### src/rtl/core/hbt_pkg.sv
// ----------------------------------------------------------------------------
// hbt_pkg
// Shared types and constants for the hex / binary text to bytes decoder.
// ----------------------------------------------------------------------------
package hbt_pkg;

   // digits per byte in each mode, wide enough to compare with count + 1
   localparam logic [3:0] HEX_DIGITS = 4'd2;
   localparam logic [3:0] BIN_DIGITS = 4'd8;

   // ascii codes used by the classifier
   localparam logic [7:0] CHAR_SPACE  = 8'h20;
   localparam logic [7:0] CHAR_TAB    = 8'h09;
   localparam logic [7:0] CHAR_CR     = 8'h0d;
   localparam logic [7:0] CHAR_ZERO   = 8'h30;
   localparam logic [7:0] CHAR_NINE   = 8'h39;
   localparam logic [7:0] CHAR_LOW_A  = 8'h61;
   localparam logic [7:0] CHAR_LOW_F  = 8'h66;
   localparam logic [7:0] CHAR_UP_A   = 8'h41;
   localparam logic [7:0] CHAR_UP_F   = 8'h46;

   typedef enum logic [1:0] {
      STATUS_OK        = 2'd0,
      STATUS_TRUNCATED = 2'd1,
      STATUS_INVALID   = 2'd2
   } status_type;

   typedef struct packed {
      logic [7:0] char_code;
      logic       char_present;
      logic       end_of_text;
   } req_word_type;

   typedef struct packed {
      logic [7:0] byte_value;
      logic       byte_valid;
      status_type status;
      logic       is_last;
   } rsp_word_type;

   // classification of one character
   typedef struct packed {
      logic       blank;
      logic       is_digit;
      logic [3:0] value;
   } char_class_type;

endpackage

### src/rtl/core/hbt_classify.sv
// ----------------------------------------------------------------------------
// hbt_classify
// Classifies one character as whitespace or a digit of the current base.
// ----------------------------------------------------------------------------
module hbt_classify
   import hbt_pkg::*;
(
   input  logic           binary_mode,
   input  logic [7:0]     char_code,
   output char_class_type char_class
);

   logic       hex_ok;
   logic [7:0] hex_raw;

   // whitespace: space, tab through carriage return
   assign char_class.blank = (char_code == CHAR_SPACE) ||
                             ((char_code >= CHAR_TAB) && (char_code <= CHAR_CR));

   // hex digit value
   always_comb begin
      hex_ok  = 1'b1;
      hex_raw = 8'd0;
      if ((char_code >= CHAR_ZERO) && (char_code <= CHAR_NINE)) begin
         hex_raw = char_code - CHAR_ZERO;
      end else if ((char_code >= CHAR_LOW_A) && (char_code <= CHAR_LOW_F)) begin
         hex_raw = char_code - CHAR_LOW_A + 8'd10;
      end else if ((char_code >= CHAR_UP_A) && (char_code <= CHAR_UP_F)) begin
         hex_raw = char_code - CHAR_UP_A + 8'd10;
      end else begin
         hex_ok = 1'b0;
      end
   end

   // binary mode accepts only zero and one
   assign char_class.is_digit = hex_ok && (!binary_mode || (hex_raw[7:1] == 7'd0));
   assign char_class.value    = char_class.is_digit ? hex_raw[3:0] : 4'd0;

endmodule

### src/rtl/core/hbt_decode.sv
// ----------------------------------------------------------------------------
// hbt_decode
// Group state, byte packing, error tracking and the result register.
// ----------------------------------------------------------------------------
module hbt_decode
   import hbt_pkg::*;
(
   input  logic         clock,
   input  logic         reset,
   input  logic         binary_mode,
   input  logic         in_valid,
   input  req_word_type in_word,
   output logic         take,
   output logic         rsp_valid,
   input  logic         rsp_stall,
   output rsp_word_type rsp_data
);

   logic [2:0]     count_ff, count_in;
   logic [7:0]     partial_ff, partial_in;
   logic           bad_ff, bad_in;
   status_type     sticky_ff, sticky_in;
   logic           out_valid_ff;
   rsp_word_type   out_word_ff, out_word_in;
   logic           emit;
   logic [3:0]     need;
   logic [3:0]     digit;
   logic           bad_next;
   logic [7:0]     shifted;
   char_class_type char_class;

   hbt_classify u_classify (
      .binary_mode (binary_mode),
      .char_code   (in_word.char_code),
      .char_class  (char_class)
   );

   // stage moves when the result register is free or being drained
   assign take = in_valid && (!out_valid_ff || !rsp_stall);

   assign need     = binary_mode ? BIN_DIGITS : HEX_DIGITS;
   assign digit    = char_class.value;
   assign bad_next = bad_ff | !char_class.is_digit;
   assign shifted  = binary_mode ? {partial_ff[6:0], digit[0]} : {partial_ff[3:0], digit};

   // next group state and result word
   always_comb begin
      count_in    = count_ff;
      partial_in  = partial_ff;
      bad_in      = bad_ff;
      sticky_in   = sticky_ff;
      emit        = 1'b0;
      out_word_in = '{byte_value: 8'd0, byte_valid: 1'b0,
                      status: STATUS_OK, is_last: in_word.end_of_text};
      if ((sticky_ff == STATUS_OK) && in_word.char_present) begin
         if (char_class.blank) begin
            // whitespace inside a group truncates it
            if (count_ff != 3'd0) begin
               sticky_in          = STATUS_TRUNCATED;
               out_word_in.status = STATUS_TRUNCATED;
               emit               = 1'b1;
               count_in           = 3'd0;
               partial_in         = 8'd0;
               bad_in             = 1'b0;
            end
         end else if (({1'b0, count_ff} + 4'd1) >= need) begin
            // group complete
            emit = 1'b1;
            if (bad_next) begin
               sticky_in          = STATUS_INVALID;
               out_word_in.status = STATUS_INVALID;
            end else begin
               out_word_in.byte_value = shifted;
               out_word_in.byte_valid = 1'b1;
            end
            count_in   = 3'd0;
            partial_in = 8'd0;
            bad_in     = 1'b0;
         end else begin
            count_in   = count_ff + 3'd1;
            partial_in = shifted;
            bad_in     = bad_next;
         end
      end
      // end of text closes the text and returns to the start state
      if (in_word.end_of_text) begin
         emit = 1'b1;
         if (sticky_in != STATUS_OK) begin
            out_word_in.status = sticky_in;
         end else if (count_in != 3'd0) begin
            out_word_in.status = STATUS_TRUNCATED;
         end
         count_in   = 3'd0;
         partial_in = 8'd0;
         bad_in     = 1'b0;
         sticky_in  = STATUS_OK;
      end
   end

   // group state
   always_ff @(posedge clock) begin
      if (reset) begin
         count_ff   <= 3'd0;
         partial_ff <= 8'd0;
         bad_ff     <= 1'b0;
         sticky_ff  <= STATUS_OK;
      end else if (take) begin
         count_ff   <= count_in;
         partial_ff <= partial_in;
         bad_ff     <= bad_in;
         sticky_ff  <= sticky_in;
      end
   end

   // result register
   always_ff @(posedge clock) begin
      if (reset) begin
         out_valid_ff <= 1'b0;
      end else if (take) begin
         out_valid_ff <= emit;
      end else if (!rsp_stall) begin
         out_valid_ff <= 1'b0;
      end
   end

   always_ff @(posedge clock) begin
      if (take) begin
         out_word_ff <= out_word_in;
      end
   end

   assign rsp_valid = out_valid_ff;
   assign rsp_data  = out_word_ff;

endmodule

### src/rtl/core/hex_binary_text_to_bytes.sv
// ----------------------------------------------------------------------------
// hex_binary_text_to_bytes
// Decodes hex or binary text, one character per word, into bytes.
// ----------------------------------------------------------------------------
// Usage
//   req channel: one character word per cycle (char_code, char_present,
//   end_of_text), taken when req_valid is high and req_stall low.
//   rsp channel: at most one result word per request word (byte_value,
//   byte_valid, status, is_last), taken when rsp_valid is high and rsp_stall
//   low. Until the first error in a text, a completed group and whitespace inside
//   a group give a result; every end word gives one; other words give none.
//   csr: csr_wr_en with csr_wr_data selects binary mode (1) or hex (0);
//   write it only while the block is idle.
// Timing
//   a word accepted into the input register is decoded from there into the
//   result register, where any result it gives waits to be taken; one word
//   per cycle is sustained while rsp_stall is low, set by the single pass
//   through the classify and pack logic.
// Reset
//   synchronous reset clears group state, errors and both valid flags and
//   selects hex mode.
// Stall
//   while rsp_stall holds a full result register, the word in the input
//   register waits and req_stall rises; nothing is lost or dropped.
// ----------------------------------------------------------------------------
module hex_binary_text_to_bytes
   import hbt_pkg::*;
(
   input  logic         clock,
   input  logic         reset,
   input  logic         csr_wr_en,
   input  logic         csr_wr_data,
   input  logic         req_valid,
   output logic         req_stall,
   input  req_word_type req_data,
   output logic         rsp_valid,
   input  logic         rsp_stall,
   output rsp_word_type rsp_data
);

   logic         binary_mode_ff;
   logic         in_valid_ff;
   req_word_type in_word_ff;
   logic         take;
   logic         accept;

   // mode register
   always_ff @(posedge clock) begin
      if (reset) begin
         binary_mode_ff <= 1'b0;
      end else if (csr_wr_en) begin
         binary_mode_ff <= csr_wr_data;
      end
   end

   // input register
   assign req_stall = in_valid_ff && !take;
   assign accept    = req_valid && !req_stall;

   always_ff @(posedge clock) begin
      if (reset) begin
         in_valid_ff <= 1'b0;
      end else if (accept) begin
         in_valid_ff <= 1'b1;
      end else if (take) begin
         in_valid_ff <= 1'b0;
      end
   end

   always_ff @(posedge clock) begin
      if (accept) begin
         in_word_ff <= req_data;
      end
   end

   hbt_decode u_decode (
      .clock       (clock),
      .reset       (reset),
      .binary_mode (binary_mode_ff),
      .in_valid    (in_valid_ff),
      .in_word     (in_word_ff),
      .take        (take),
      .rsp_valid   (rsp_valid),
      .rsp_stall   (rsp_stall),
      .rsp_data    (rsp_data)
   );

endmodule

### config.mk
export PLATFORM = sky130hd
export DESIGN_NAME = hex_binary_text_to_bytes
export DESIGN_NICKNAME = d
export VERILOG_FILES = /design/src/rtl/core/hbt_pkg.sv /design/src/rtl/core/hbt_classify.sv /design/src/rtl/core/hbt_decode.sv /design/src/rtl/core/hex_binary_text_to_bytes.sv
export SDC_FILE = /design/constraint.sdc
export NUM_CORES = 1
export LEC_CHECK = 0
export ABC_AREA = 1
export BUFFER_PORTS_ARGS = -buffer_cell sky130_fd_sc_hd__buf_2
export CAP_MARGIN = 0
export CORE_ASPECT_RATIO = 1.2
export CORE_MARGIN = 2
export CORE_UTILIZATION = 62
export DETAILED_ROUTE_END_ITERATION = 8
export PLACE_DENSITY = 0.92
export SLEW_MARGIN = 20
export SYNTH_ARGS = -nofsm -noshare
export SYNTH_HDL_FRONTEND = slang
export SYNTH_SLANG_ARGS = --single-unit
### constraint.sdc
create_clock -name clock -period 5.69 [get_ports clock]
set_input_delay 0.2845 -clock clock [delete_from_list [all_inputs] [get_ports clock]]
set_output_delay 0.2845 -clock clock [all_outputs]
set_load 0.01 [all_outputs]
Word-level counts from Yosys, hierarchy flattened. Index checks and enable logic that the tools add are counted.

Flip-flop bits (word level): 38. Latch bits: 0. Bits in writable memories: 0. Memory bits (read-only): 0. Bits of input ports: 16. Memories: 0.

$add $sub $neg: 7. $mul: 0. Div/mod/pow operators: 0. Order comparisons: 9. Equality and inequality tests: 3. Shift operators: 0. Muxes and demuxes: 48. Bitwise logic cells: 3. Reduce and logical (&&, ||, !) cells: 28.

Operators by type and width (number): $mux W7 (5); $mux W8 (4); $mux W2 (12); $mux W1 (18); $add A8 B4 Y8 const B (2); $ge A8 B7 Y1 const B (2); $le A8 B7 Y1 const B (2); $sub A8 B7 Y8 const B (2); $mux W3 (5); $mux W11 (1); $logic_and A1 B1 Y1 (9); $mux W9 (1); $eq A8 B6 Y1 const B (1); $ge A8 B4 Y1 const B (1); $ge A8 B6 Y1 const B (1); $le A8 B4 Y1 const B (1); $le A8 B6 Y1 const B (1); $mux W4 (2); $sub A8 B6 Y8 const B (1); $logic_not A7 Y1 (1); $logic_not A1 Y1 (6); $reduce_bool A2 Y1 (3); $reduce_bool A3 Y1 (2); $add A3 B1 Y4 const B (1); 11 further kinds (14).

Longest topological paths before layout. Gate-level depths: netlist of the first run.

Depth in word-level cells: 17. Gate-level depth with buffers: 17. Depth with buffers taken out: 17.

Hierarchy. From an unflattened synthesis of the first run, not the netlist that was laid out.

Cells, all modules: 310. Area, all modules: 2477.4 µm².

Modules (own cells, without submodules): hbt_decode (times used 1, cells an instance 154, area each 1351.3 µm²); hbt_classify (times used 1, cells an instance 134, area each 743.2 µm²); hex_binary_text_to_bytes (times used 1, cells an instance 22, area each 382.9 µm²).

Least setup slack after synthesis of the first run. Ideal clock, no wire load.

Path kind: register to register. Start point: reg u_decode.out_valid_ff, in the netlist u_decode.rsp_valid. End point: reg u_decode.partial_ff[2]. Setup time: 0.070 ns. Data arrival time: 2.037 ns. Data required time: 5.620 ns. Slack: 3.583 ns. Cell stages (with the launch flop): 9. Buffers on the path: 0. Period minus slack after synthesis: 2.107 ns. Cell sequence: dfxtp_1 > nand2_1 > inv_1 > nor2_1 > inv_1 > nor2_1 > nand3_1 > or2_0 > a21oi_1.

Word-level cells in the longest chain between the ends: 4.

RTL lines: from (decl) (line hbt_decode.sv:23) `logic out_valid_ff;`; from (signal assigned) (line hbt_decode.sv:120) `out_valid_ff <= emit;`; $logic_not A1 Y1 (line hbt_decode.sv:39) `assign take = in_valid && (!out_valid_ff || !rsp_stall);`; $logic_or A1 B1 Y1 (line hbt_decode.sv:39); $logic_and A1 B1 Y1 (line hbt_decode.sv:39); net take (line hex_binary_text_to_bytes.sv:44) `logic take;`; $reduce_and A3 Y1 (no line); to (signal assigned) (line hbt_decode.sv:109) `partial_ff <= partial_in;`; to (decl) (line hbt_decode.sv:20) `logic [7:0] partial_ff, partial_in;`.

The timed path passes the listed nets, and every way through them passes these cells. A chain may end at the register's enable or synchronous reset.

Worst setup path after layout of the first run.
Start point: reg in_word_ff[2] in the netlist's numbering. End point: reg u_decode.out_word_ff, in the netlist u_decode.rsp_data[11] (data pin).

Word-level cells in the longest chain between the ends: 11.

RTL lines: from (decl) (line hex_binary_text_to_bytes.sv:43) `req_word_type in_word_ff;`; from (signal assigned) (line hex_binary_text_to_bytes.sv:72) `in_word_ff <= req_data;`; $sub A8 B7 Y8 (tied with other cells) (line hbt_classify.sv:29) `hex_raw = char_code - CHAR_UP_A + 8'd10;`; $add A8 B4 Y8 / $logic_and A1 B1 Y1 (equally long branches) (line hbt_classify.sv:29, hbt_classify.sv:28); $mux W8 (line hbt_classify.sv:28) `end else if ((char_code >= CHAR_UP_A) && (char_code <= CHAR_UP_F)) begin`; $mux W8 (line hbt_classify.sv:26) `end else if ((char_code >= CHAR_LOW_A) && (char_code <= CHAR_LOW_F)) begin`; $mux W8 (line hbt_classify.sv:24) `if ((char_code >= CHAR_ZERO) && (char_code <= CHAR_NINE)) begin`; $logic_not A7 Y1 (line hbt_classify.sv:36) `assign char_class.is_digit = hex_ok && (!binary_mode || (hex_raw[7:1] == 7'd0));`; $logic_or A1 B1 Y1 (line hbt_classify.sv:36); $logic_and A1 B1 Y1 (line hbt_classify.sv:36); $logic_not A1 Y1 (line hbt_decode.sv:43) `assign bad_next = bad_ff | !char_class.is_digit;`; $or A1 B1 Y1 (line hbt_decode.sv:43); $reduce_or A4 Y1 (no line) (*); to (signal assigned) (line hbt_decode.sv:128) `out_word_ff <= out_word_in;`; to (decl) (line hbt_decode.sv:24) `rsp_word_type out_word_ff, out_word_in;`.

Every way passes the cells marked *; elsewhere a longest branch is shown, timed or not.

==> results.py, run 1 <==
metrics = {
    "status": {
        "status": "completed",
    },
    "synth": {
        "syn_inst": 325,
        "synth_ff_type": "edfxtp_1",
        "synth_nets": 355,
        "synth_area_sq_um": 2380,
        "ys_ff_latch": 38,
        "seq_area_frac_synth_pct": 41.2,
        "ys.warnings.count": 0,
        "avgSynthCellArea_sq_um": 7.32,
        "synth.distinct_cells": 29,
        "ys_async_sr_fraction_pct": 0,
        "synth_edf_count": 22,
    },
    "placed_design": {
        "dp_cells": 403,
        "pre_cts_ws_ns": 3.30,
        "place_area_sq_um": 2570,
        "dp_hpwl_microns": 3810,
        "io_buffers": 29,
        "place.gp.congestion": 0.994,
    },
    "finish": {
        "fillers": 296,
        "layout.cells.non_filler": 411,
        "fin_util_pct": 73.8,
        "num_antenna_cells": 0,
        "mostFrequentLayoutCells": "89 x nand2_1, 44 x inv_1, 39 x nor2_1",
        "register_area_sq_um": 981,
        "final_layout_size_suffix_gt1_share_pct": 15.3,
        "multi_input_area_sq_um": 1180,
        "final_cell_area_sq_um": 2700,
        "area_growth_pct": 13.6,
        "finalNetCount": 388,
        "layout_commonest_cell": "nand2_1",
    },
    "global_routing": {
        "overflow": 0,
        "first_global_vias": 2183,
        "grt_pass1_wl_microns": 8940,
        "grt_max_degree": 17,
        "track_usage_pct": 27.4,
        "antenna_found_initial": 0,
    },
    "critical_path": {
        "path_class": "reg2reg",
        "cp-start-kind": "register",
        "worstPathMaxFanout": 9,
        "arrival_ns": 2.62,
        "worst-r2r-setup-slack_ns": 3.22,
        "reg2reg_from": "in_word_ff[2]",
        "setup.worst_path.start": "in_word_ff[2]",
        "end_kind": "register",
        "required_ns": 5.84,
    },
    "floorplanning": {
        "dieWidth_microns": 60.5,
        "die_area_sq_um": 4350,
        "io_pins": 30,
        "initial_utilization_pct": 64.9,
        "fp.dieH_microns": 71.9,
        "rows": 24,
        "core_sq_um": 3660,
    },
    "sta": {
        "finalCriticalPeriod_ns": 2.47,
        "slew_headroom_pct": 68.8,
        "final_hold_viol_count": 0,
        "finalClockSkew_ns": 0.0128,
        "worst_slew_pin_slew_ns": 0.468,
        "setup_tns_ns": 0,
        "slew_viol_final": 0,
        "rsz0062_at_grt": "false",
        "fmax_mhz": 405,
        "setup_ws_ns": 3.22,
        "finalSetupViolations": 0,
        "period_share_pct": 43.4,
    },
    "route": {
        "wire_per_inst_microns": 12.2,
        "dr_total_vias": 2167,
        "post-route-drc-count": 0,
        "wl_microns": 5030,
        "ant_nets": 0,
        "drt_iter0_drc": 144,
        "via_per_inst": 5.27,
        "firstDrtPassIters": 5,
    },
    "power_and_ir_drop": {
        "swShare_pct": 25.1,
        "pwr-share-comb_pct": 12.4,
        "vdd_ir_drop_max_mv": 0.196,
        "cell_internal_pwr_uw": 487,
        "p_leak_uw": 0.00129,
        "cellPowerDensity_nw_per_um2": 241,
        "p_sw_uw": 163,
        "p_seq_share_pct": 48.0,
        "p_clk_share_pct": 39.6,
    },
    "min_path": {
        "hold_path_class": "in2reg",
        "min_from": "req_data[0]",
    },
    "cts": {
        "clock-sinks": 38,
        "insertion_delay_ns": 0.30,
        "cts_buffer_depth": 2,
        "post_cts_buffers": 0,
        "clockRootBuffer": "clkbuf_8",
        "holdBufCountCts": 0,
        "clkSlewWorstSetupHoldPaths_ns": 0.08,
        "htreeDepth": 2,
        "cts_buffers": 5,
        "cts_tree": "yes",
        "ctsResizeCount": 0,
    },
    "run": {
        "maxCapViolations": 0,
    },
}
[synthesized netlist by cell type, types with 2 or more instances]
cell type | count | share of area [%]
nand4_1 | 3 | 0.79
inv_1 | 44 | 6.9
nor3_1 | 3 | 0.63
nor2_1 | 39 | 6.2
o21ai_1 | 3 | 0.63
nand3_2 | 2 | 0.84
edfxtp_1 | 22 | 28
inv_2 | 7 | 1.1
a21oi_1 | 20 | 4.2
dfxtp_1 | 16 | 13
o21ai_0 | 12 | 2.5
xor2_1 | 3 | 1.1
ha_1 | 14 | 7.4
nand3_1 | 30 | 6.3
clkbuf_1 | 2 | 0.32
nand2_1 | 89 | 14
nand2_2 | 4 | 1.1
[per-stage QoR]
stage	hold slack [ns]	power (uW)
6_report	0.164	651
3_3_place_gp	0.444	395
4_1_cts	0.152	652
2_1_floorplan	0.354	374
3_5_place_dp	0.446	397
5_1_grt	0.147	677
[state kept, by name, summed over array words and instances, names as in the netlist]
register             flops
binary_mode_ff           1
in_valid_ff              1
in_word_ff              10
u_decode.bad_ff          1
u_decode.count_ff        3
u_decode.partial_ff      7
u_decode.rsp_data       12
u_decode.rsp_valid       1
u_decode.sticky_ff       2
[cell type report]
class                      count  area share [%]
multi-input combinational    232            43.7
sequential                    38            36.3
inverter                      51            7.08
clock buffer                   6            3.47
clock inverter                 2            1.44
timing repair buffer          30            5.65
tap                           52            2.41
[routing by layer]
metal	part of all wire [%]	track usage [%]
met5	0	0
met4	2.6	10.9
met3	6.4	5.78
met2	50	47.0
met1	40	32.9
[cell families (layout without fill, tap and decap cells)]
family                     after synthesis  count (layout)  synth area share, %
and+or+nand+nor                        173             173                 30.8
buffers and inverters                   55              89                 9.15
AOI/OAI and AO/OA                       41              41                 9.94
DFF                                     38              38                 41.2
adders and majority gates               14              14                 7.36
xor gates and xnor gates                 4               4                 1.47
[path summary, 6_finish.rpt]
path | endpoint | cells past startpoint
min reg2reg | u_decode.partial_ff[4] | 2
max | u_decode.rsp_data[11] | 14
min | in_word_ff[0] | 1
max reg2reg | u_decode.rsp_data[11] | 14
[power groups by stage]
stage          Clock (uW)  Sequential (uW)  Combinational (uW)
2_1_floorplan           0              317                57.1
3_3_place_gp            0              318                77.0
3_5_place_dp            0              319                78.7
4_1_cts               260              312                79.5
5_1_grt               271              314                92.1
6_report              258              313                80.4
[worst max-delay path: stages (launching register included)]
cell      delay (ns)
edfxtp_1        0.51
inv_1           0.18
ha_1            0.23
nand2_1         0.07
nor2_1          0.12
nand2_1         0.09
nand3_2         0.15
nand2_2         0.09
nand2_1         0.09
nand3_1         0.07
a21oi_1         0.12
nand3_1         0.10
nand2_2         0.10
nand3_2         0.18
a211oi_2        0.20
Power figures use the tool's default switching activity.
==> inputs of run 2 (changes only) <==
--- a/config.mk
+++ b/config.mk
@@ -10,9 +10,9 @@
 export CAP_MARGIN = 0
 export CORE_ASPECT_RATIO = 1.2
 export CORE_MARGIN = 2
-export CORE_UTILIZATION = 62
+export CORE_UTILIZATION = 58
 export DETAILED_ROUTE_END_ITERATION = 8
-export PLACE_DENSITY = 0.92
+export PLACE_DENSITY = 0.87
 export SLEW_MARGIN = 20
 export SYNTH_ARGS = -nofsm -noshare
 export SYNTH_HDL_FRONTEND = slang
==> constraint.sdc (replaced) <==
create_clock -name clock -period 2.3 [get_ports clock]
set_input_delay 0.115 -clock clock [delete_from_list [all_inputs] [get_ports clock]]
set_output_delay 0.115 -clock clock [all_outputs]
set_load 0.01 [all_outputs]
==> results.py, run 2 (synthesis gave the netlist of run 1 again) <==
metrics = {
    "status": {
        "status": "finished, violations left",
        "violations": "setup timing",
    },
    "power_and_ir_drop": {
        "swShare_pct": 26.1,
        "p_leak_uw": 0.00148,
        "vdd_ir_drop_max_mv": 0.490,
        "cell_internal_pwr_uw": 1300,
        "cellPowerDensity_nw_per_um2": 545,
        "p_clk_share_pct": 38.7,
        "pwr-share-comb_pct": 17.7,
        "p_sw_uw": 460,
        "p_seq_share_pct": 43.7,
    },
    "critical_path": {
        "reg2reg_depth": 15,
        "worst-r2r-setup-slack_ns": -0.1,
        "end_kind": "register",
        "cp-endpoint": "u_decode.rsp_data[1]",
        "arrival_ns": 2.54,
        "reg2reg_from": "in_word_ff[6]",
        "worstPathMaxFanout": 6,
        "cp-start-kind": "register",
        "setup.worst_path.start": "in_word_ff[6]",
        "required_ns": 2.45,
        "path_class": "reg2reg",
        "reg2reg_to": "u_decode.rsp_data[1]",
    },
    "finish": {
        "multi_input_area_sq_um": 1420,
        "largest_register_ffs": 12,
        "register_area_sq_um": 982,
        "num_antenna_cells": 0,
        "area_growth_pct": 35.9,
        "fillers": 220,
        "mostFrequentLayoutCells": "76 x nand2_1, 36 x inv_1, 34 x nor2_1",
        "layout.cells.non_filler": 446,
        "finalNetCount": 421,
        "final_layout_size_suffix_gt1_share_pct": 32.9,
        "layout_commonest_cell": "nand2_1",
    },
    "placed_design": {
        "io_buffers": 29,
        "dp_hpwl_microns": 3970,
        "place.gp.congestion": 0.908,
        "pre_cts_ws_ns": -0.0368,
        "dp_cells": 415,
    },
    "floorplanning": {
        "io_pins": 30,
        "dieWidth_microns": 62.5,
        "die_area_sq_um": 4630,
        "rows": 25,
        "initial_utilization_pct": 60.3,
        "core_sq_um": 3940,
        "fp.dieH_microns": 74.2,
    },
    "sta": {
        "period_share_pct": 104,
        "finalSetupViolations": 8,
        "slew_headroom_pct": 68.4,
        "setup_ws_ns": -0.0952,
        "worst_slew_pin_slew_ns": 0.474,
        "setup_tns_ns": -0.413,
        "finalCriticalPeriod_ns": 2.40,
        "slew_viol_final": 0,
        "rsz0062_at_grt": "true",
        "finalClockSkew_ns": 0.00629,
        "fmax_mhz": 417,
        "final_hold_viol_count": 0,
    },
    "route": {
        "firstDrtPassIters": 7,
        "dr_total_vias": 2605,
        "post-route-drc-count": 0,
        "ant_nets": 0,
        "wire_per_inst_microns": 16.5,
        "drt_iter0_drc": 303,
        "via_per_inst": 5.84,
        "wl_microns": 7340,
    },
    "cts": {
        "insertion_delay_ns": 0.29,
        "clock-sinks": 38,
        "htreeDepth": 2,
        "cts_buffers": 5,
        "clockRootBuffer": "clkbuf_8",
        "clkSlewWorstSetupHoldPaths_ns": 0.08,
        "cts_buffer_depth": 2,
        "cts_tree": "yes",
    },
    "run": {
        "maxCapViolations": 0,
    },
    "global_routing": {
        "grt_pass1_wl_microns": 9130,
        "track_usage_pct": 25.0,
        "grt_max_degree": 16,
        "antenna_found_initial": 0,
        "overflow": 0,
        "first_global_vias": 2110,
    },
    "min_path": {
        "min_from": "req_data[2]",
        "hold_path_class": "in2reg",
    },
}
==> run 2: power by group through the flow <==
| stage | Clock, uW | Sequential, uW | Combinational, uW |
|---|---|---|---|
| after detailed placement | 0 | 782 | 215 |
| after CTS | 675 | 766 | 231 |
| after floorplan | 0 | 783 | 141 |
| final | 681 | 770 | 311 |
| after global placement | 0 | 781 | 211 |
| after global routing | 708 | 772 | 335 |
==> run 2: worst min path at each step <==
stage / cells past startpoint / endpoint / slack, ns
floorplan: 1 / u_decode.partial_ff[1] / 0.18
global placement: 1 / in_word_ff[0] / 0.29
detailed placement: 1 / in_word_ff[6] / 0.29
CTS: 1 / in_word_ff[2] / 0.003
global route: 1 / in_word_ff[2] / 0.02
finish: 1 / in_word_ff[2] / 0.03
==> run 2: area by class of cell <==
| type | instances | area share (%) |
|---|---|---|
| clock buffer | 5 | 2.13 |
| clock inverter | 3 | 2.13 |
| inverter | 51 | 6.00 |
| multi-input combinational | 232 | 43.9 |
| sequential | 38 | 30.4 |
| tap | 54 | 2.09 |
| timing repair buffer | 63 | 13.3 |
==> run 2: layer usage <==
metal	GRT usage, %	share of wire (%)	vias to the layer above
met1	29.8	36	1210
met3	4.24	8.8	32
li1	-	-	1173
met4	10.4	3.6	0
met2	45.3	51	190
met5	0	0	-
==> run 2: through the flow <==
stage / instance area [sq um] / hold WS, ns / util (%) / total power [uW]
floorplan: 2380 / 0.184 / - / 925
global placement: 2650 / 0.292 / 67.2 / 992
detailed placement: 2650 / 0.293 / 67.2 / 997
CTS: 2890 / 0.00306 / 73.2 / 1670
global route: 3230 / 0.0197 / 82.0 / 1820
finish: 3230 / 0.0287 / 82.0 / 1760
==> run 2: worst max-delay path, cell delays in order (launching register included) <==
cell      delay, ns
edfxtp_1       0.49
inv_4          0.15
buf_6          0.11
ha_2           0.19
nand3_1        0.13
inv_2          0.13
nand3_4        0.13
nand2_1        0.12
nand3_2        0.09
nor2_1         0.12
nand3_1        0.10
nand2_2        0.12
nand2_2        0.09
nand2_4        0.09
nand2_2        0.06
a21oi_2        0.13
==> run 2: what timing repair did <==
item,4_1_cts,5_1_grt
resized for setup,1,69
hold endpoints to repair,9,0
setup buffers,1,13
pin swaps,0,26
setup endpoints to repair,4,21
hold buffers,9,0
